[config.mk]
export PLATFORM = sky130hd
export DESIGN_NAME = serial_line_editor_receiver_flat
export DESIGN_NICKNAME = d
export VERILOG_FILES = /design/src/sv/sle_pkg.sv /design/src/sv/sle_if.sv /design/src/sv/sle_ram.sv /design/src/sv/sle_seq.sv /design/src/sv/serial_line_editor_receiver.sv /design/src/flat_wrapper.sv
export SDC_FILE = /design/constraint.sdc
export NUM_CORES = 1
export LEC_CHECK = 0
export ABC_CLOCK_PERIOD_IN_PS = 3420
export BUFFER_PORTS_ARGS = -buffer_cell sky130_fd_sc_hd__buf_2
export CAP_MARGIN = 20
export CORE_MARGIN = 5
export CORE_UTILIZATION = 30
export CTS_CLUSTER_SIZE = 14
export DETAILED_ROUTE_END_ITERATION = 6
export SYNTH_ARGS = -nofsm -noshare
export SYNTH_HDL_FRONTEND = slang
export SYNTH_SLANG_ARGS = --single-unit
export TNS_END_PERCENT = 50
[constraint.sdc]
create_clock -name clk -period 3.42 [get_ports clk]
set_input_delay 0.342 -clock clk [delete_from_list [all_inputs] [get_ports clk]]
set_output_delay 0.342 -clock clk [all_outputs]
set_load 0.01 [all_outputs]
[src/sv/sle_pkg.sv]
// ----------------------------------------------------------------------------
// sle_pkg
// Types and character constants shared by the serial line editor receiver.
// ----------------------------------------------------------------------------
`default_nettype none

package sle_pkg;

  localparam int unsigned OUT_LIMIT_W = 5;
  localparam logic [OUT_LIMIT_W-1:0] OUT_LIMIT_RESET = 5'd16;

  localparam logic [7:0] CH_BS       = 8'h08;
  localparam logic [7:0] CH_LF       = 8'h0A;
  localparam logic [7:0] CH_CR       = 8'h0D;
  localparam logic [7:0] CH_ESC      = 8'h1B;
  localparam logic [7:0] CH_SPACE    = 8'h20;
  localparam logic [7:0] CH_LBRACKET = 8'h5B;
  localparam logic [7:0] CH_UPPER_A  = 8'h41;
  localparam logic [7:0] CH_TILDE    = 8'h7E;
  localparam logic [7:0] CH_DEL      = 8'h7F;

  localparam logic [1:0] KIND_ECHO = 2'd0;
  localparam logic [1:0] KIND_CMD  = 2'd1;
  localparam logic [1:0] KIND_NONE = 2'd2;

  typedef enum logic [1:0] {
    ESC_OFF     = 2'd0,
    ESC_SEEN    = 2'd1,
    ESC_BRACKET = 2'd2
  } esc_t;

  typedef enum logic [3:0] {
    S_IDLE,
    S_ECHO,
    S_ERASE,
    S_RC_RD,
    S_RC_EMIT,
    S_EOL_RD,
    S_EOL_WR,
    S_CR,
    S_LF,
    S_TK_RD,
    S_TK_EMIT,
    S_NONE
  } state_t;

  typedef struct packed {
    logic [1:0] kind;
    logic [7:0] data;
    logic       last;
    logic       line_done;
    logic       overflow_seen;
    logic [3:0] length;
  } res_t;

endpackage

`default_nettype wire

[src/sv/sle_if.sv]
// ----------------------------------------------------------------------------
// sle_req_if / sle_rsp_if
// Valid/ready channels for input words and result words.
// ----------------------------------------------------------------------------
`default_nettype none

interface sle_req_if;
  logic       valid;
  logic       ready;
  logic       command;
  logic [7:0] rx_byte;

  modport source (output valid, output command, output rx_byte, input ready);
  modport sink (input valid, input command, input rx_byte, output ready);
endinterface

interface sle_rsp_if;
  logic       valid;
  logic       ready;
  logic [1:0] kind;
  logic [7:0] data;
  logic       last;
  logic       line_done;
  logic       overflow_seen;
  logic [3:0] length;

  modport source (output valid, output kind, output data, output last,
                  output line_done, output overflow_seen, output length,
                  input ready);
  modport sink (input valid, input kind, input data, input last,
                input line_done, input overflow_seen, input length,
                output ready);
endinterface

`default_nettype wire

[src/sv/sle_ram.sv]
// ----------------------------------------------------------------------------
// sle_ram
// Generic single write port RAM with one registered read port.
// ----------------------------------------------------------------------------
`default_nettype none

module sle_ram #(
  parameter int unsigned WIDTH = 8,
  parameter int unsigned DEPTH = 16
) (
  input  wire logic                     clk,
  input  wire logic                     we,
  input  wire logic [$clog2(DEPTH)-1:0] waddr,
  input  wire logic [WIDTH-1:0]         wdata,
  input  wire logic [$clog2(DEPTH)-1:0] raddr,
  output logic      [WIDTH-1:0]         rdata
);

  logic [WIDTH-1:0] mem [DEPTH];

  always_ff @(posedge clk) begin
    if (we) begin
      mem[waddr] <= wdata;
    end
    rdata <= mem[raddr];
  end

endmodule

`default_nettype wire

[src/sv/sle_seq.sv]
// ----------------------------------------------------------------------------
// sle_seq
// Line editor sequencer: slot and recall memories, editing state and the
// result word generator, one result word per step.
// ----------------------------------------------------------------------------
`default_nettype none

module sle_seq
  import sle_pkg::*;
#(
  parameter int unsigned LINE_BYTES = 16
) (
  input  wire logic                   clk,
  input  wire logic                   rst,
  sle_req_if.sink                     req,
  input  wire logic [OUT_LIMIT_W-1:0] out_limit,
  output logic                        emit_valid,
  input  wire logic                   emit_ok,
  output res_t                        emit_res
);

  localparam int unsigned LW  = $clog2(LINE_BYTES);
  localparam int unsigned SAW = $clog2(2 * LINE_BYTES);

  state_t        state, state_next;
  esc_t          esc, esc_next;
  logic [LW-1:0] slot_length [2];
  logic [LW-1:0] slot_length_next [2];
  logic          slot_complete [2];
  logic          slot_complete_next [2];
  logic          fill_index, fill_index_next;
  logic          ready_index, ready_index_next;
  logic          overflow_flag, overflow_flag_next;
  logic          saw_return, saw_return_next;
  logic [LW-1:0] recall_length, recall_length_next;
  logic [LW-1:0] idx, idx_next;
  logic [LW-1:0] cnt_n, cnt_n_next;
  logic          cur, cur_next;
  logic [1:0]    step, step_next;
  logic          rc_mode, rc_mode_next;
  logic          ovf_r, ovf_r_next;
  logic [7:0]    byte_r, byte_r_next;

  logic           slot_we;
  logic [SAW-1:0] slot_waddr;
  logic [7:0]     slot_wdata;
  logic [SAW-1:0] slot_raddr;
  logic [7:0]     slot_rdata;
  logic           rec_we;
  logic [LW-1:0]  rec_waddr;
  logic [7:0]     rec_wdata;
  logic [7:0]     rec_rdata;

  logic                   in_fire;
  logic                   f;
  logic [LW-1:0]          lenf;
  logic [7:0]             c;
  logic                   idx_last;
  logic [OUT_LIMIT_W-1:0] lim;
  logic                   tk_found;
  logic                   tk_sel;
  logic [LW-1:0]          tk_n;

  function automatic logic [SAW-1:0] slot_addr(input logic s, input logic [LW-1:0] i);
    slot_addr = s ? (SAW'(LINE_BYTES) + SAW'(i)) : SAW'(i);
  endfunction

  sle_ram #(.WIDTH(8), .DEPTH(2 * LINE_BYTES)) u_slot_ram (
    .clk   (clk),
    .we    (slot_we),
    .waddr (slot_waddr),
    .wdata (slot_wdata),
    .raddr (slot_raddr),
    .rdata (slot_rdata)
  );

  sle_ram #(.WIDTH(8), .DEPTH(LINE_BYTES)) u_recall_ram (
    .clk   (clk),
    .we    (rec_we),
    .waddr (rec_waddr),
    .wdata (rec_wdata),
    .raddr (idx),
    .rdata (rec_rdata)
  );

  assign req.ready = (state == S_IDLE);
  assign in_fire   = req.valid && req.ready;
  assign f         = fill_index;
  assign lenf      = slot_length[fill_index];
  assign c         = req.rx_byte;
  assign idx_last  = (({1'b0, idx} + (LW + 1)'(1)) == {1'b0, cnt_n});
  assign lim       = (out_limit == '0) ? '0 : out_limit - OUT_LIMIT_W'(1);
  assign slot_raddr = slot_addr(cur, idx);

  // take slot choice
  always_comb begin
    tk_found = 1'b0;
    tk_sel   = ready_index;
    if (slot_complete[ready_index]) begin
      tk_found = 1'b1;
    end else if (slot_complete[~fill_index]) begin
      tk_found = 1'b1;
      tk_sel   = ~fill_index;
    end
    tk_n = slot_length[tk_sel];
    if (OUT_LIMIT_W'(slot_length[tk_sel]) > lim) begin
      tk_n = LW'(lim);
    end
  end

  always_comb begin
    state_next         = state;
    esc_next           = esc;
    slot_length_next   = slot_length;
    slot_complete_next = slot_complete;
    fill_index_next    = fill_index;
    ready_index_next   = ready_index;
    overflow_flag_next = overflow_flag;
    saw_return_next    = saw_return;
    recall_length_next = recall_length;
    idx_next           = idx;
    cnt_n_next         = cnt_n;
    cur_next           = cur;
    step_next          = step;
    rc_mode_next       = rc_mode;
    ovf_r_next         = ovf_r;
    byte_r_next        = byte_r;
    emit_valid         = 1'b0;
    emit_res           = '0;
    slot_we            = 1'b0;
    slot_waddr         = slot_addr(cur, idx);
    slot_wdata         = rec_rdata;
    rec_we             = 1'b0;
    rec_waddr          = idx;
    rec_wdata          = slot_rdata;

    case (state)
      S_IDLE: begin
        if (in_fire) begin
          if (req.command) begin
            ovf_r_next         = overflow_flag;
            overflow_flag_next = 1'b0;
            if (!tk_found) begin
              state_next = S_NONE;
            end else begin
              slot_length_next[tk_sel]   = '0;
              slot_complete_next[tk_sel] = 1'b0;
              cur_next                   = tk_sel;
              idx_next                   = '0;
              cnt_n_next                 = tk_n;
              state_next = (tk_n == '0) ? S_NONE : S_TK_RD;
            end
          end else begin
            case (esc)
              ESC_SEEN: begin
                esc_next = (c == CH_LBRACKET) ? ESC_BRACKET : ESC_OFF;
              end
              ESC_BRACKET: begin
                esc_next = ESC_OFF;
                if (c == CH_UPPER_A && recall_length != '0 && !slot_complete[f]) begin
                  cur_next     = f;
                  cnt_n_next   = recall_length;
                  idx_next     = '0;
                  rc_mode_next = 1'b1;
                  step_next    = '0;
                  if (lenf != '0) begin
                    slot_length_next[f] = lenf - LW'(1);
                    state_next          = S_ERASE;
                  end else begin
                    state_next = S_RC_RD;
                  end
                end
              end
              default: begin
                if (c == CH_ESC) begin
                  esc_next = ESC_SEEN;
                end else begin
                  esc_next = ESC_OFF;
                  if (c == CH_LF && saw_return) begin
                    saw_return_next = 1'b0;
                  end else begin
                    saw_return_next = (c == CH_CR);
                    if (c == CH_CR || c == CH_LF) begin
                      cur_next                = f;
                      idx_next                = '0;
                      cnt_n_next              = lenf;
                      recall_length_next      = lenf;
                      slot_complete_next[f]   = 1'b1;
                      ready_index_next        = f;
                      fill_index_next         = ~f;
                      slot_length_next[~f]    = '0;
                      slot_complete_next[~f]  = 1'b0;
                      state_next = (lenf != '0) ? S_EOL_RD : S_CR;
                    end else if (c == CH_BS || c == CH_DEL) begin
                      if (!slot_complete[f] && lenf != '0) begin
                        slot_length_next[f] = lenf - LW'(1);
                        step_next           = '0;
                        rc_mode_next        = 1'b0;
                        state_next          = S_ERASE;
                      end
                    end else if (c >= CH_SPACE && c <= CH_TILDE) begin
                      byte_r_next = c;
                      state_next  = S_ECHO;
                      if (slot_complete[f] || lenf >= LW'(LINE_BYTES - 1)) begin
                        overflow_flag_next = 1'b1;
                      end else begin
                        slot_we             = 1'b1;
                        slot_waddr          = slot_addr(f, lenf);
                        slot_wdata          = c;
                        slot_length_next[f] = lenf + LW'(1);
                      end
                    end
                  end
                end
              end
            endcase
          end
        end
      end
      S_ECHO: begin
        emit_valid     = 1'b1;
        emit_res.kind  = KIND_ECHO;
        emit_res.data  = byte_r;
        emit_res.last  = 1'b1;
        if (emit_ok) begin
          state_next = S_IDLE;
        end
      end
      S_ERASE: begin
        emit_valid    = 1'b1;
        emit_res.kind = KIND_ECHO;
        emit_res.data = (step == 2'd1) ? CH_SPACE : CH_BS;
        emit_res.last = (step == 2'd2) && !rc_mode;
        if (emit_ok) begin
          if (step != 2'd2) begin
            step_next = step + 2'd1;
          end else if (!rc_mode) begin
            state_next = S_IDLE;
          end else if (slot_length[cur] != '0) begin
            slot_length_next[cur] = slot_length[cur] - LW'(1);
            step_next             = '0;
          end else begin
            state_next = S_RC_RD;
          end
        end
      end
      S_RC_RD: begin
        state_next = S_RC_EMIT;
      end
      S_RC_EMIT: begin
        emit_valid    = 1'b1;
        emit_res.kind = KIND_ECHO;
        emit_res.data = rec_rdata;
        emit_res.last = idx_last;
        if (emit_ok) begin
          slot_we               = 1'b1;
          slot_length_next[cur] = idx + LW'(1);
          idx_next              = idx + LW'(1);
          state_next            = idx_last ? S_IDLE : S_RC_RD;
        end
      end
      S_EOL_RD: begin
        state_next = S_EOL_WR;
      end
      S_EOL_WR: begin
        rec_we     = 1'b1;
        idx_next   = idx + LW'(1);
        state_next = idx_last ? S_CR : S_EOL_RD;
      end
      S_CR: begin
        emit_valid         = 1'b1;
        emit_res.kind      = KIND_ECHO;
        emit_res.data      = CH_CR;
        emit_res.line_done = 1'b1;
        if (emit_ok) begin
          state_next = S_LF;
        end
      end
      S_LF: begin
        emit_valid         = 1'b1;
        emit_res.kind      = KIND_ECHO;
        emit_res.data      = CH_LF;
        emit_res.line_done = 1'b1;
        emit_res.last      = 1'b1;
        if (emit_ok) begin
          state_next = S_IDLE;
        end
      end
      S_TK_RD: begin
        state_next = S_TK_EMIT;
      end
      S_TK_EMIT: begin
        emit_valid             = 1'b1;
        emit_res.kind          = KIND_CMD;
        emit_res.data          = slot_rdata;
        emit_res.overflow_seen = ovf_r;
        emit_res.length        = 4'(cnt_n);
        emit_res.last          = idx_last;
        if (emit_ok) begin
          idx_next   = idx + LW'(1);
          state_next = idx_last ? S_IDLE : S_TK_RD;
        end
      end
      S_NONE: begin
        emit_valid             = 1'b1;
        emit_res.kind          = KIND_NONE;
        emit_res.overflow_seen = ovf_r;
        emit_res.last          = 1'b1;
        if (emit_ok) begin
          state_next = S_IDLE;
        end
      end
      default: begin
        state_next = S_IDLE;
      end
    endcase
  end

  always_ff @(posedge clk) begin
    if (rst) begin
      state         <= S_IDLE;
      esc           <= ESC_OFF;
      slot_length   <= '{default: '0};
      slot_complete <= '{default: 1'b0};
      fill_index    <= 1'b0;
      ready_index   <= 1'b0;
      overflow_flag <= 1'b0;
      saw_return    <= 1'b0;
      recall_length <= '0;
      idx           <= '0;
      cnt_n         <= '0;
      cur           <= 1'b0;
      step          <= '0;
      rc_mode       <= 1'b0;
      ovf_r         <= 1'b0;
    end else begin
      state         <= state_next;
      esc           <= esc_next;
      slot_length   <= slot_length_next;
      slot_complete <= slot_complete_next;
      fill_index    <= fill_index_next;
      ready_index   <= ready_index_next;
      overflow_flag <= overflow_flag_next;
      saw_return    <= saw_return_next;
      recall_length <= recall_length_next;
      idx           <= idx_next;
      cnt_n         <= cnt_n_next;
      cur           <= cur_next;
      step          <= step_next;
      rc_mode       <= rc_mode_next;
      ovf_r         <= ovf_r_next;
    end
  end

  always_ff @(posedge clk) begin
    byte_r <= byte_r_next;
  end

  a_one_complete: assert property (@(posedge clk) disable iff (rst)
    !(slot_complete[0] && slot_complete[1]))
    else $error("both line slots complete");

  a_fill_open: assert property (@(posedge clk) disable iff (rst)
    !slot_complete[fill_index])
    else $error("fill slot marked complete");

  a_last_idle: assert property (@(posedge clk) disable iff (rst)
    emit_valid && emit_ok && emit_res.last |=> state == S_IDLE)
    else $error("sequencer busy after last word");

  a_take_clears_ovf: assert property (@(posedge clk) disable iff (rst)
    in_fire && req.command |=> !overflow_flag)
    else $error("overflow flag survived a take");

  a_recall_len: assert property (@(posedge clk) disable iff (rst)
    recall_length <= LW'(LINE_BYTES - 1))
    else $error("recall copy longer than a line");

endmodule

`default_nettype wire

[src/sv/serial_line_editor_receiver.sv]
// ----------------------------------------------------------------------------
// serial_line_editor_receiver
// Terminal line editor with echo, two ping-pong line slots and line recall.
// ----------------------------------------------------------------------------
// req carries one word per received serial byte (command 0) or per take
// request (command 1); rsp carries echo bytes, command characters and
// "no command" words, with last set on the final word of each request.
// out_limit is written through cfg_wr_en / cfg_wr_data; the user must write
// it only while idle, which the block itself does not enforce. The sequencer
// handles one request at a time; req.ready is high only while it is idle. A
// printable byte passes through S_ECHO into the output register. Backspace
// gives three words (BS, space, BS); end of line copies an n byte line into
// the recall memory, then emits CR LF. A take streams n characters through
// the slot memory read port; a recall erases each byte with three words,
// then replays the recalled bytes. A stalled rsp holds the sequencer at its
// current word; nothing is dropped. Reset empties both slots and the recall
// copy, clears the overflow flag and escape state and sets out_limit to 16.
// ----------------------------------------------------------------------------
`default_nettype none

module serial_line_editor_receiver
  import sle_pkg::*;
#(
  parameter int unsigned LINE_BYTES = 16
) (
  input  wire logic                   clk,
  input  wire logic                   rst,
  input  wire logic                   cfg_wr_en,
  input  wire logic [OUT_LIMIT_W-1:0] cfg_wr_data,
  sle_req_if.sink                     req,
  sle_rsp_if.source                   rsp
);

  logic [OUT_LIMIT_W-1:0] out_limit;
  logic                   emit_valid;
  logic                   emit_ok;
  res_t                   emit_res;
  logic                   out_valid;
  res_t                   out_res;

  always_ff @(posedge clk) begin
    if (rst) begin
      out_limit <= OUT_LIMIT_RESET;
    end else if (cfg_wr_en) begin
      out_limit <= cfg_wr_data;
    end
  end

  sle_seq #(.LINE_BYTES(LINE_BYTES)) u_seq (
    .clk        (clk),
    .rst        (rst),
    .req        (req),
    .out_limit  (out_limit),
    .emit_valid (emit_valid),
    .emit_ok    (emit_ok),
    .emit_res   (emit_res)
  );

  // output word register
  assign emit_ok = !out_valid || rsp.ready;

  always_ff @(posedge clk) begin
    if (rst) begin
      out_valid <= 1'b0;
    end else if (emit_valid && emit_ok) begin
      out_valid <= 1'b1;
    end else if (rsp.ready) begin
      out_valid <= 1'b0;
    end
  end

  always_ff @(posedge clk) begin
    if (emit_valid && emit_ok) begin
      out_res <= emit_res;
    end
  end

  assign rsp.valid         = out_valid;
  assign rsp.kind          = out_res.kind;
  assign rsp.data          = out_res.data;
  assign rsp.last          = out_res.last;
  assign rsp.line_done     = out_res.line_done;
  assign rsp.overflow_seen = out_res.overflow_seen;
  assign rsp.length        = out_res.length;

endmodule

`default_nettype wire

[src/flat_wrapper.sv]
// flat-port wrapper written by rule: the top's interface ports become plain ports
module serial_line_editor_receiver_flat import sle_pkg::*;
#(
  parameter int unsigned LINE_BYTES = 16
)
  (clk, rst, cfg_wr_en, cfg_wr_data, req_valid, req_command, req_rx_byte, req_ready, rsp_valid, rsp_kind, rsp_data, rsp_last, rsp_line_done, rsp_overflow_seen, rsp_length, rsp_ready);
  sle_req_if req_i ();
  sle_rsp_if rsp_i ();
  input  wire logic clk;
  input  wire logic rst;
  input  wire logic cfg_wr_en;
  input  wire logic [OUT_LIMIT_W-1:0] cfg_wr_data;
  input wire logic [$bits(req_i.valid)-1:0] req_valid;
  input wire logic [$bits(req_i.command)-1:0] req_command;
  input wire logic [$bits(req_i.rx_byte)-1:0] req_rx_byte;
  output wire logic [$bits(req_i.ready)-1:0] req_ready;
  output wire logic [$bits(rsp_i.valid)-1:0] rsp_valid;
  output wire logic [$bits(rsp_i.kind)-1:0] rsp_kind;
  output wire logic [$bits(rsp_i.data)-1:0] rsp_data;
  output wire logic [$bits(rsp_i.last)-1:0] rsp_last;
  output wire logic [$bits(rsp_i.line_done)-1:0] rsp_line_done;
  output wire logic [$bits(rsp_i.overflow_seen)-1:0] rsp_overflow_seen;
  output wire logic [$bits(rsp_i.length)-1:0] rsp_length;
  input wire logic [$bits(rsp_i.ready)-1:0] rsp_ready;
  assign req_i.valid = req_valid;
  assign req_i.command = req_command;
  assign req_i.rx_byte = req_rx_byte;
  assign req_ready = req_i.ready;
  assign rsp_valid = rsp_i.valid;
  assign rsp_kind = rsp_i.kind;
  assign rsp_data = rsp_i.data;
  assign rsp_last = rsp_i.last;
  assign rsp_line_done = rsp_i.line_done;
  assign rsp_overflow_seen = rsp_i.overflow_seen;
  assign rsp_length = rsp_i.length;
  assign rsp_i.ready = rsp_ready;
  serial_line_editor_receiver #(.LINE_BYTES(LINE_BYTES)) u_core (.clk(clk), .rst(rst), .cfg_wr_en(cfg_wr_en), .cfg_wr_data(cfg_wr_data), .req(req_i), .rsp(rsp_i));
endmodule
==> Yosys cells after proc, flatten, opt, wreduce, memory -nomap -nowiden <==
Memory sizes are Yosys's and may differ from the RTL's. A register that Yosys moved wholly into a read port is not among the register bits.
Index checks and enable logic that the tools add are counted.
{ "word_totals": {"regBits": 68, "latchBits": 0, "ramBits": 384, "romBits": 0, "inputBits": 19, "out_inout_bits": 19, "wordCells": 391, "n_memories": 2} }
{ "memory_table": {"columns": ["name", "words", "width", "rd", "rd_ports_with_merged_regs", "wr", "line_no", "rtl"], "rows": [
  ["u_core.u_seq.u_slot_ram.mem", 32, 8, 1, 1, 1, "sle_ram.sv:19", "logic [WIDTH-1:0] mem [DEPTH];"],
  ["u_core.u_seq.u_recall_ram.mem", 16, 8, 1, 1, 1, "sle_ram.sv:19", null]
]} }
{ "op_classes": {"add_sub_neg": 9, "n_mul": 0, "div_mod_pow": 0, "magnitude_cmp": 13, "eq_ne": 69, "shifts": 0, "mux": 196, "n_bitwise": 22, "n_reduce_logical": 54} }
{ "ops": {"columns": ["op", "n"], "rows": [
  ["8-bit 2-to-1 mux", 27],
  ["4-bit 2-to-1 mux", 46],
  ["5-bit 2-to-1 mux", 13],
  ["1-bit 2-to-1 mux", 58],
  ["2-bit 2-to-1 mux", 24],
  ["8-bit case mux with 6 select lines", 1],
  ["4-bit case mux with 10 select lines", 1],
  ["8-bit bitwise mux", 4],
  ["9-bit AND reduction", 3],
  ["8-bit by 4-bit == test with 1-bit output, second input constant", 3],
  ["8-bit by 7-bit == test with 1-bit output, second input constant", 3],
  ["2-bit by 1-bit != test with 1-bit output, second input constant", 12],
  ["2-bit != test, second input constant", 12],
  ["4-bit case mux with 2 select lines", 3],
  ["8-bit case mux with 3 select lines", 1],
  ["3-bit by 2-bit != test with 1-bit output, second input constant", 6],
  ["3-bit != test, second input constant", 6],
  ["8-bit AND", 2],
  ["4-bit demux with 1-bit select", 4],
  ["4-bit by 3-bit == test with 1-bit output, second input constant", 4],
  ["4-bit == test, second input constant", 4],
  ["8-bit NOT", 2],
  ["2-bit case mux with 2 select lines", 4],
  ["8-bit case mux with 2 select lines", 1],
  ["54 further kinds", 119]
]} }

==> Depth between registers and ports, before layout <==
Gate-level depths: netlist of run 1.
{ "depth": {"word_depth": 19, "ltp_mapped": 13, "ltp_nobuf": 13} }

==> By module <==
A second synthesis of run 1 with hierarchy kept.
{ "hier_totals": {"hier_cells": 1279, "area_unflattened_um2": 20282.0} }
{ "modules_own_cells": {"columns": ["module", "instances", "cells_per_inst", "area_each_um2"], "rows": [
  ["sle_ram (u_core.u_seq.u_slot_ram)", 1, 417, 10053.4],
  ["sle_ram (u_core.u_seq.u_recall_ram)", 1, 229, 5147.4],
  ["sle_seq", 1, 595, 4345.4],
  ["serial_line_editor_receiver", 1, 38, 735.7]
]} }

==> Worst setup path after synthesis of run 1 <==
No wires, ideal clock.
{ "synth_path": {"path_type": "register to register", "start": "register u_core.u_seq.fill_index (netlist: u_core.u_seq.f)", "end": "memory u_core.u_seq.u_slot_ram.mem[26][0] (enable)", "setup_time_ps": 370, "arrival_time_ps": 3281, "slack_ps": -231, "stages_incl_launch_ff": 11, "path_buffers": 2, "cell_sequence": "dfxtp_1 buf_6 mux2i_1 inv_1 ha_1 a311oi_1 a31oi_1 nor4_2 buf_6 mux2_4 nor2_1"} }
{ "synth_between": {"elab_chain_len": 18, "elab_cells_between_ends": 33, "cone_classes": "add/sub (1); order compare (1); mux (29); bitwise (1); reduce/logical (1)"} }
{ "synth_lines": {"columns": ["element", "line_no", "rtl"], "rows": [
  ["start: declaration", "sle_seq.sv:31", "logic fill_index, fill_index_next;"],
  ["start signal: assignment", "sle_seq.sv:341", "fill_index <= fill_index_next;"],
  ["1-bit NOT with 2-bit output (not written as such) *", "sle_seq.sv:89", "assign lenf = slot_length[fill_index];"],
  ["4-bit 2-to-1 mux (not written as such) * (3 in a row)", "sle_seq.sv:89", null],
  ["net u_core.u_seq.lenf[0]", "sle_seq.sv:56", "logic [LW-1:0] lenf;"],
  ["4-bit greater-or-equal comparator", "sle_seq.sv:204", "if (slot_complete[f] || lenf >= LW'(LINE_BYTES - 1)) begin"],
  ["1-bit logical OR", "sle_seq.sv:204", null],
  ["1-bit 2-to-1 mux", "sle_seq.sv:204", null],
  ["1-bit 2-to-1 mux", "sle_seq.sv:201", "end else if (c >= CH_SPACE && c <= CH_TILDE) begin"],
  ["1-bit 2-to-1 mux", "sle_seq.sv:194", "end else if (c == CH_BS || c == CH_DEL) begin"],
  ["1-bit 2-to-1 mux", "sle_seq.sv:183", "if (c == CH_CR || c == CH_LF) begin"],
  ["1-bit 2-to-1 mux", "sle_seq.sv:179", "if (c == CH_LF && saw_return) begin"],
  ["1-bit 2-to-1 mux", "sle_seq.sv:175", "if (c == CH_ESC) begin"],
  ["1-bit 2-to-1 mux", "sle_seq.sv:154", "case (esc)"],
  ["1-bit 2-to-1 mux", "sle_seq.sv:140", "if (req.command) begin"],
  ["1-bit 2-to-1 mux", "sle_seq.sv:139", "if (in_fire) begin"],
  ["1-bit case mux with 2 select lines", "sle_seq.sv:137", "case (state)"],
  ["1-bit 2-to-1 mux", "sle_ram.sv:22", "if (we) begin"],
  ["1-bit 2-to-1 mux (not written as such)", "sle_ram.sv:23", "mem[waddr] <= wdata;"],
  ["end: declaration", "sle_ram.sv:19", null]
]} }
Mark *: on every way through the listed nets, which the timed path passes. The rest lies on a longest branch. The select of a mux whose other input is x is not followed.

==> Worst setup path in the final report of run 1 <==
{ "layout_path": {"start": "register u_core.u_seq.fill_index (netlist: u_core.u_seq.f)", "end": "memory u_core.u_seq.u_slot_ram.mem[10][2] (enable)"} }
Same word-level chain as after synthesis.

==> results.yml, run 1 <==
cts:
  clk_path_buf_depth: 3
  root_buffer: "clkbuf_16"
  numCtsBuffers: 48
  cts_sinks: 468
  clk_pin_slew_ns: 0.06
  htreeDepth: 2
  clock_latency_ns: 0.61
  tritoncts: "done"
  post-cts-setup-buffers: 0
job:
  drv_cap: 0
detailed_routing:
  drt-total-wl_um: 51060
  drtIter0Drc: 928
  vias_per_cell: 5.184
  route.vias.total: 12000
  postRouteAntennaNets: 0
  drc: 0
  first_pass_iters: 5
  post_drt_wl_per_cell_um: 22.07
setup_path:
  path_max_fanout: 9
  crit_chain: "mux2i_2 > inv_1 > ha_1 > a311oi_1 > a31oi_1 > nor4_4 > buf_12 > a32oi_4 > nor2_1"
  critPathLaunchType: "flip-flop"
  critPathArrivalTime_ns: 3.59
  worst-path-buf-inv: 2
  r2r_start: "u_core.u_seq.f"
  r2r_slack_ns: 0.04
  slowest_stage: "nor2_1"
  path_class: "reg2reg"
  critPathRequiredTime_ns: 3.63
  cp_top_family: "simple AND/OR/NAND/NOR gates"
  rr_endpoint: "u_core.u_seq.u_slot_ram.mem[10][2]"
  critPathMaxStageDelay_ns: 0.65
  reg2reg_depth: 9
  worstSetupEndpointType: "flip-flop"
finish:
  utilization: 0.3471
  num_antenna_cells: 0
  fill_cells: 6440
  syn_to_final_growth_pct: 15.23
  nets: 1428
  fin_cells: 2314
  drive_gt1_frac: 0.2640
timing:
  max_slew_margin: 0.3498
  tightest_slew_ns: 0.9717
  worst_clock_skew_ns: 0.03518
  slew_violations: 0
  max_freq_mhz: 296.1
  layout_min_cycle_time_ns: 3.378
  rsz0062_at_grt: "yes"
  min_period_over_period: 0.9876
  finalSetupViolations: 0
  tns_ns: 0
  hold_viol_final: 0
pwr:
  p_leak_uw: 0.007456
  internal_power_uw: 10180
  p_switching_uw: 3790
  comb_power_share: 0.162
  powerDensity_nw_per_um2: 589.0
  switching_share: 0.2713
  seqPwrFrac: 0.483
  p_total_uw: 13970
  ir_drop_v: 0.0004259
  pwr-share-clk: 0.355
placed_design:
  dp_hpwl_um: 34750
  io_buffers: 37
  place_inst: 2222
  gp_congestion: 0.8871
yosys:
  synthCells: 1306
  synth-edff-count: 409
  synthArstFlopShare: 0
  synth_area_per_cell_um2: 15.76
  synth_top_flop_cell: "edfxtp_1"
  yosysTopAreaCellShare: 0.5966
  syn_area_um2: 20590
  ys_ff_latch: 468
  ys_seq_area_frac: 0.6540
  yosysWarnings: 0
  yosysMostFrequentCell: "edfxtp_1"
  syn_nets: 1339
  synthTopCellsByCount: "edfxtp_1 (409), nor2_1 (124), mux4_2 (120)"
  synth_area_leaders: "edfxtp_1 (60%), mux4_2 (13%), dfxtp_1 (5.7%), nor2_1 (2.3%), nand2_1 (1.4%)"
  yosys.area.top_type: "edfxtp_1"
  ys_types: 92
grt:
  grt_pass1_wl_um: 76950
  busiest_layer: "met2"
  use_met3: 0.02519
  grt_overflow: 0
  grt_use_met2: 0.2174
  use_met1: 0.1852
  grt_usage: 0.1351
  grt_max_degree: 42
  grt_pass1_vias: 12000
  antenna_found_initial: 0
die:
  dieArea_um2: 73960
  fp-row-count: 96
  core_um2: 68350
  io_pins: 38
  die_y_um: 272.0
  die_x_um: 272.0
  initial_utilization: 0.3012
min_path:
  min-delay-path-class: "in2reg"
  worstHoldStart: "req_rx_byte[4]"
  min_to: "u_core.u_seq.byte_r[4]"
  hold_depth: 1
outcome:
  status: "finished, final reports clean"
## state kept, by name, summed over array words and instances (netlist names), 2 cells and up, named ones only
| register | count |
|---|---|
| u_core.u_seq.cnt_n | 4 |
| u_core.u_seq.byte_r | 8 |
| u_core.u_seq.esc | 2 |
| u_core.out_limit | 5 |
| u_core.u_seq.idx | 4 |
| u_core.u_seq.u_recall_ram.rdata | 8 |
| u_core.u_seq.u_slot_ram.rdata | 8 |
| u_core.u_seq.step | 2 |
| u_core.u_seq.slot_complete | 2 |
| u_core.u_seq.u_recall_ram.mem | 128 |
| u_core.u_seq.u_slot_ram.mem | 256 |
| u_core.rsp.data | 8 |
| u_core.rsp.kind | 2 |
| u_core.rsp.length | 4 |
| u_core.u_seq.state | 4 |
| u_core.u_seq.slot_length | 2 |
| u_core.u_seq.recall_length | 4 |
## what timing repair did
action	in CTS	in global routing
cloned	0	0
hold endpoints to repair	5	0
hold buffers	5	0
gates resized for setup	3	20
endpoints found under the setup margin	24	320
## area by class of cell
class                           instances  area, µm²  area share
Clock buffer                           59       1242     0.05238
Clock inverter                         28      227.7    0.009600
Inverter                               25      96.34    0.004061
Multi-Input combinational cell        733       6718      0.2832
Sequential cell                       468      13470      0.5679
Tap cell                              882       1104     0.04652
Timing Repair Buffer                  119      863.3     0.03639
## how the worst max path moves through the flow
stage | from | end | slack (ns) | depth (start not counted)
global placement | u_core.u_seq.f | u_core.u_seq.u_slot_ram.mem[30][5] | 0.03 | 10
floorplan | u_core.u_seq.f | u_core.u_seq.u_slot_ram.mem[26][0] | -0.07 | 10
detailed placement | u_core.u_seq.f | u_core.u_seq.u_slot_ram.mem[24][4] | -0.05 | 10
finish | u_core.u_seq.f | u_core.u_seq.u_slot_ram.mem[10][2] | 0.04 | 9
global route | u_core.u_seq.f | u_core.u_seq.u_slot_ram.mem[10][6] | -0.14 | 9
CTS | u_core.u_seq.f | u_core.u_seq.u_slot_ram.mem[4][5] | 0.02 | 9
## cells in the final DEF, fill, tap and decap left out, types with 24 or more instances in the layout
cell,synthesis,final
a21oi_1,34,34
buf_2,9,37
buf_4,3,73
clkbuf_16,0,48
dfxtp_1,59,57
edfxtp_1,409,409
mux2i_1,26,24
mux4_2,120,120
nand2_1,76,76
nor2_1,124,108
nor3_1,26,26
o21ai_0,35,34
## metal layers
metal | vias to the layer above | part of all wire
li1 | 5347 | -
met1 | 6124 | 0.43
met2 | 423 | 0.47
met3 | 102 | 0.064
met4 | 0 | 0.031
met5 | - | 0
## power groups by stage
stage               Clock, µW  Sequential, µW  Combinational, µW
detailed placement          0            6880               2230
global placement            0            6860               2220
finish                   4960            6750               2260
floorplan                   0            6870               1420
global route             5330            6780               2450
CTS                      5090            6760               2240
## cell families after synthesis
logic type      Yosys count  share of synthesized area
flops                   468                     0.6540
simple gates            361                    0.08849
buf+inv                 105                    0.02389
compound gates          185                    0.06783
mux                     157                     0.1505
xor+xnor                 16                   0.006807
fa+ha+maj                14                   0.008509
## per-stage QoR
stage | hold slack (ns) | worst slack (ns) | cell area, µm²
floorplan | 0.4319 | -0.07343 | 20590
global placement | 0.4538 | 0.03053 | 22130
detailed placement | 0.4684 | -0.05001 | 22130
CTS | 0.02450 | 0.02099 | 23660
global route | 0.04611 | -0.1436 | 23720
finish | 0.05525 | 0.04247 | 23720
(Power assumes the default switching activity.)
==> run 2: changes to the inputs <==
--- a/config.mk
+++ b/config.mk
@@ -6,12 +6,15 @@
 export NUM_CORES = 1
 export LEC_CHECK = 0
 export ABC_CLOCK_PERIOD_IN_PS = 3420
-export BUFFER_PORTS_ARGS = -buffer_cell sky130_fd_sc_hd__buf_2
 export CAP_MARGIN = 20
+export CELL_PAD_IN_SITES_DETAIL_PLACEMENT = 0
+export CELL_PAD_IN_SITES_GLOBAL_PLACEMENT = 1
 export CORE_MARGIN = 5
 export CORE_UTILIZATION = 30
 export CTS_CLUSTER_SIZE = 14
 export DETAILED_ROUTE_END_ITERATION = 6
+export DONT_BUFFER_PORTS = 1
+export PLACE_DENSITY_LB_ADDON = 0.1
 export SYNTH_ARGS = -nofsm -noshare
 export SYNTH_HDL_FRONTEND = slang
 export SYNTH_SLANG_ARGS = --single-unit
==> run 2 against run 1 <==
Compared with the run above: first-iteration DRC count is 8.3% lower; worst setup slack improved by 0.17 ns; sequential power grew 1%; critical endpoint is now u_core.u_seq.u_slot_ram.mem[12][4]; count of clock-buffer cells in the layout increased by 16; clock skew rose by 0.019 ns.
==> results.yml, run 2 (synthesis results as in run 1) <==
outcome:
  status: "finished, final reports clean"
finish:
  largest_reg_flops: 256
  utilization: 0.3518
  layout_common_cells: "edfxtp_1 (409), mux4_2 (120), nor2_1 (119), buf_4 (93), nand2_1 (76)"
  fill_cells: 6527
  nets: 1432
  multiInputGateArea_um2: 6679
  reg_top3: "u_core.u_seq.u_slot_ram.mem x256, u_core.u_seq.u_recall_ram.mem x128"
  largest-register: "u_core.u_seq.u_slot_ram.mem"
  drive_gt1_frac: 0.2502
  syn_to_final_growth_pct: 16.79
  regArea_um2: 13470
  final_common_cell: "edfxtp_1"
  fin_cells: 2326
grt:
  grt_usage: 0.1608
  grt_overflow: 0
  antenna_found_initial: 4
  grt_max_degree: 76
  grt_pass1_vias: 12270
  grt_pass1_wl_um: 87920
setup_path:
  path_class: "reg2reg"
  critPathArrivalTime_ns: 3.42
  worstSetupEndpointType: "flip-flop"
  path_max_fanout: 13
  critPathLaunchType: "flip-flop"
  r2r_start: "u_core.u_seq.f"
  critPathRequiredTime_ns: 3.63
  startpoint: "u_core.u_seq.f"
  reg2reg_depth: 9
timing:
  min_period_over_period: 0.9382
  finalSetupViolations: 0
  hold_viol_final: 0
  max_freq_mhz: 311.7
  rsz0062_at_grt: "yes"
  tns_ns: 0
  layout_min_cycle_time_ns: 3.209
  setup_ws_ns: 0.2113
  worst_clock_skew_ns: 0.05440
  max_slew_margin: 0.4190
  tightest_slew_ns: 0.8683
  slew_violations: 0
cts:
  root_buffer: "clkbuf_16"
  htreeDepth: 2
  tritoncts: "done"
  cts_sinks: 468
  clk_pin_slew_ns: 0.05
  numCtsBuffers: 53
  clock_latency_ns: 0.63
  clk_path_buf_depth: 3
  post-cts-setup-buffers: 0
detailed_routing:
  post_drt_wl_per_cell_um: 25.88
  vias_per_cell: 5.116
  dr_wl_met2_um: 28160
  first_pass_iters: 5
  postRouteAntennaNets: 0
  drt-total-wl_um: 60200
  highest_layer: "met4"
  drtIter0Drc: 851
  wl_met3_um: 2358
  route.vias.total: 11900
  wirelength_met1_um: 28310
  drc: 0
min_path:
  hold_depth: 4
  min-delay-path-class: "in2reg"
  worstHoldStart: "req_command"
pwr:
  p_leak_uw: 0.007576
  ir_drop_v: 0.0004533
  p_total_uw: 14490
  powerDensity_nw_per_um2: 602.5
job:
  drv_cap: 0
placed_design:
  place_ws_ns: 0.08060
  io_buffers: 0
  gp_congestion: 0.7965
  place_inst: 2204
  dp_hpwl_um: 40460
die:
  die_y_um: 272.0
  die_x_um: 272.0
  initial_utilization: 0.3012
  io_pins: 38
  core_um2: 68350
  fp-row-count: 96
  dieArea_um2: 73960
## run 2: repair_timing
item | in CTS | in global routing
gates resized for setup | 0 | 10
endpoints found under the setup margin | 0 | 51
hold buffers | 22 | 0
endpoints found under the hold margin | 51 | 0
## run 2: final cells by class
type | count | area share
Clock buffer | 75 | 0.06068
Sequential cell | 468 | 0.5604
Timing Repair Buffer | 118 | 0.04143
Inverter | 25 | 0.004007
Clock inverter | 24 | 0.009628
Tap cell | 882 | 0.04590
Multi-Input combinational cell | 733 | 0.2778
Antenna cell | 1 | 0.0001041
## run 2: critical path, stage by stage, from the launching register on
cell and delay (ns):
dfxtp_1 0.42, mux2i_2 0.25, inv_1 0.08, ha_1 0.21, a311oi_1 0.28, a31oi_1 0.13
nor4_4 0.37, buf_12 0.21, mux2i_1 0.16, nor2_1 0.68
## run 2: metal layers
metal | global-route usage | vias up
met1 | 0.2313 | 6163
li1 | - | 5372
met4 | 0.04104 | 0
met5 | 0 | -
met3 | 0.02264 | 84
met2 | 0.2584 | 280
## run 2: through the flow
stage                     cell area, µm²  hold WS (ns)
after CTS                          24010      0.006596
after global placement             22080        0.4205
after floorplan                    20590        0.4319
final                              24040       0.04318
after global routing               24040       0.03958
after detailed placement           22080        0.4216
## run 2: where the power goes
group | internal, µW | total (µW) | switching (µW)
clock network | 3140 | 5480 | 2340
logic | 788 | 2170 | 1380
registers | 6600 | 6840 | 244
total | 10500 | 14500 | 3960
## run 2: final timing paths
path / to / slack [ns]
min: u_core.u_seq.rc_mode / 0.04
max: u_core.u_seq.u_slot_ram.mem[12][4] / 0.21
max reg2reg: u_core.u_seq.u_slot_ram.mem[12][4] / 0.21
min reg2reg: u_core.u_seq.esc[0] / 0.48
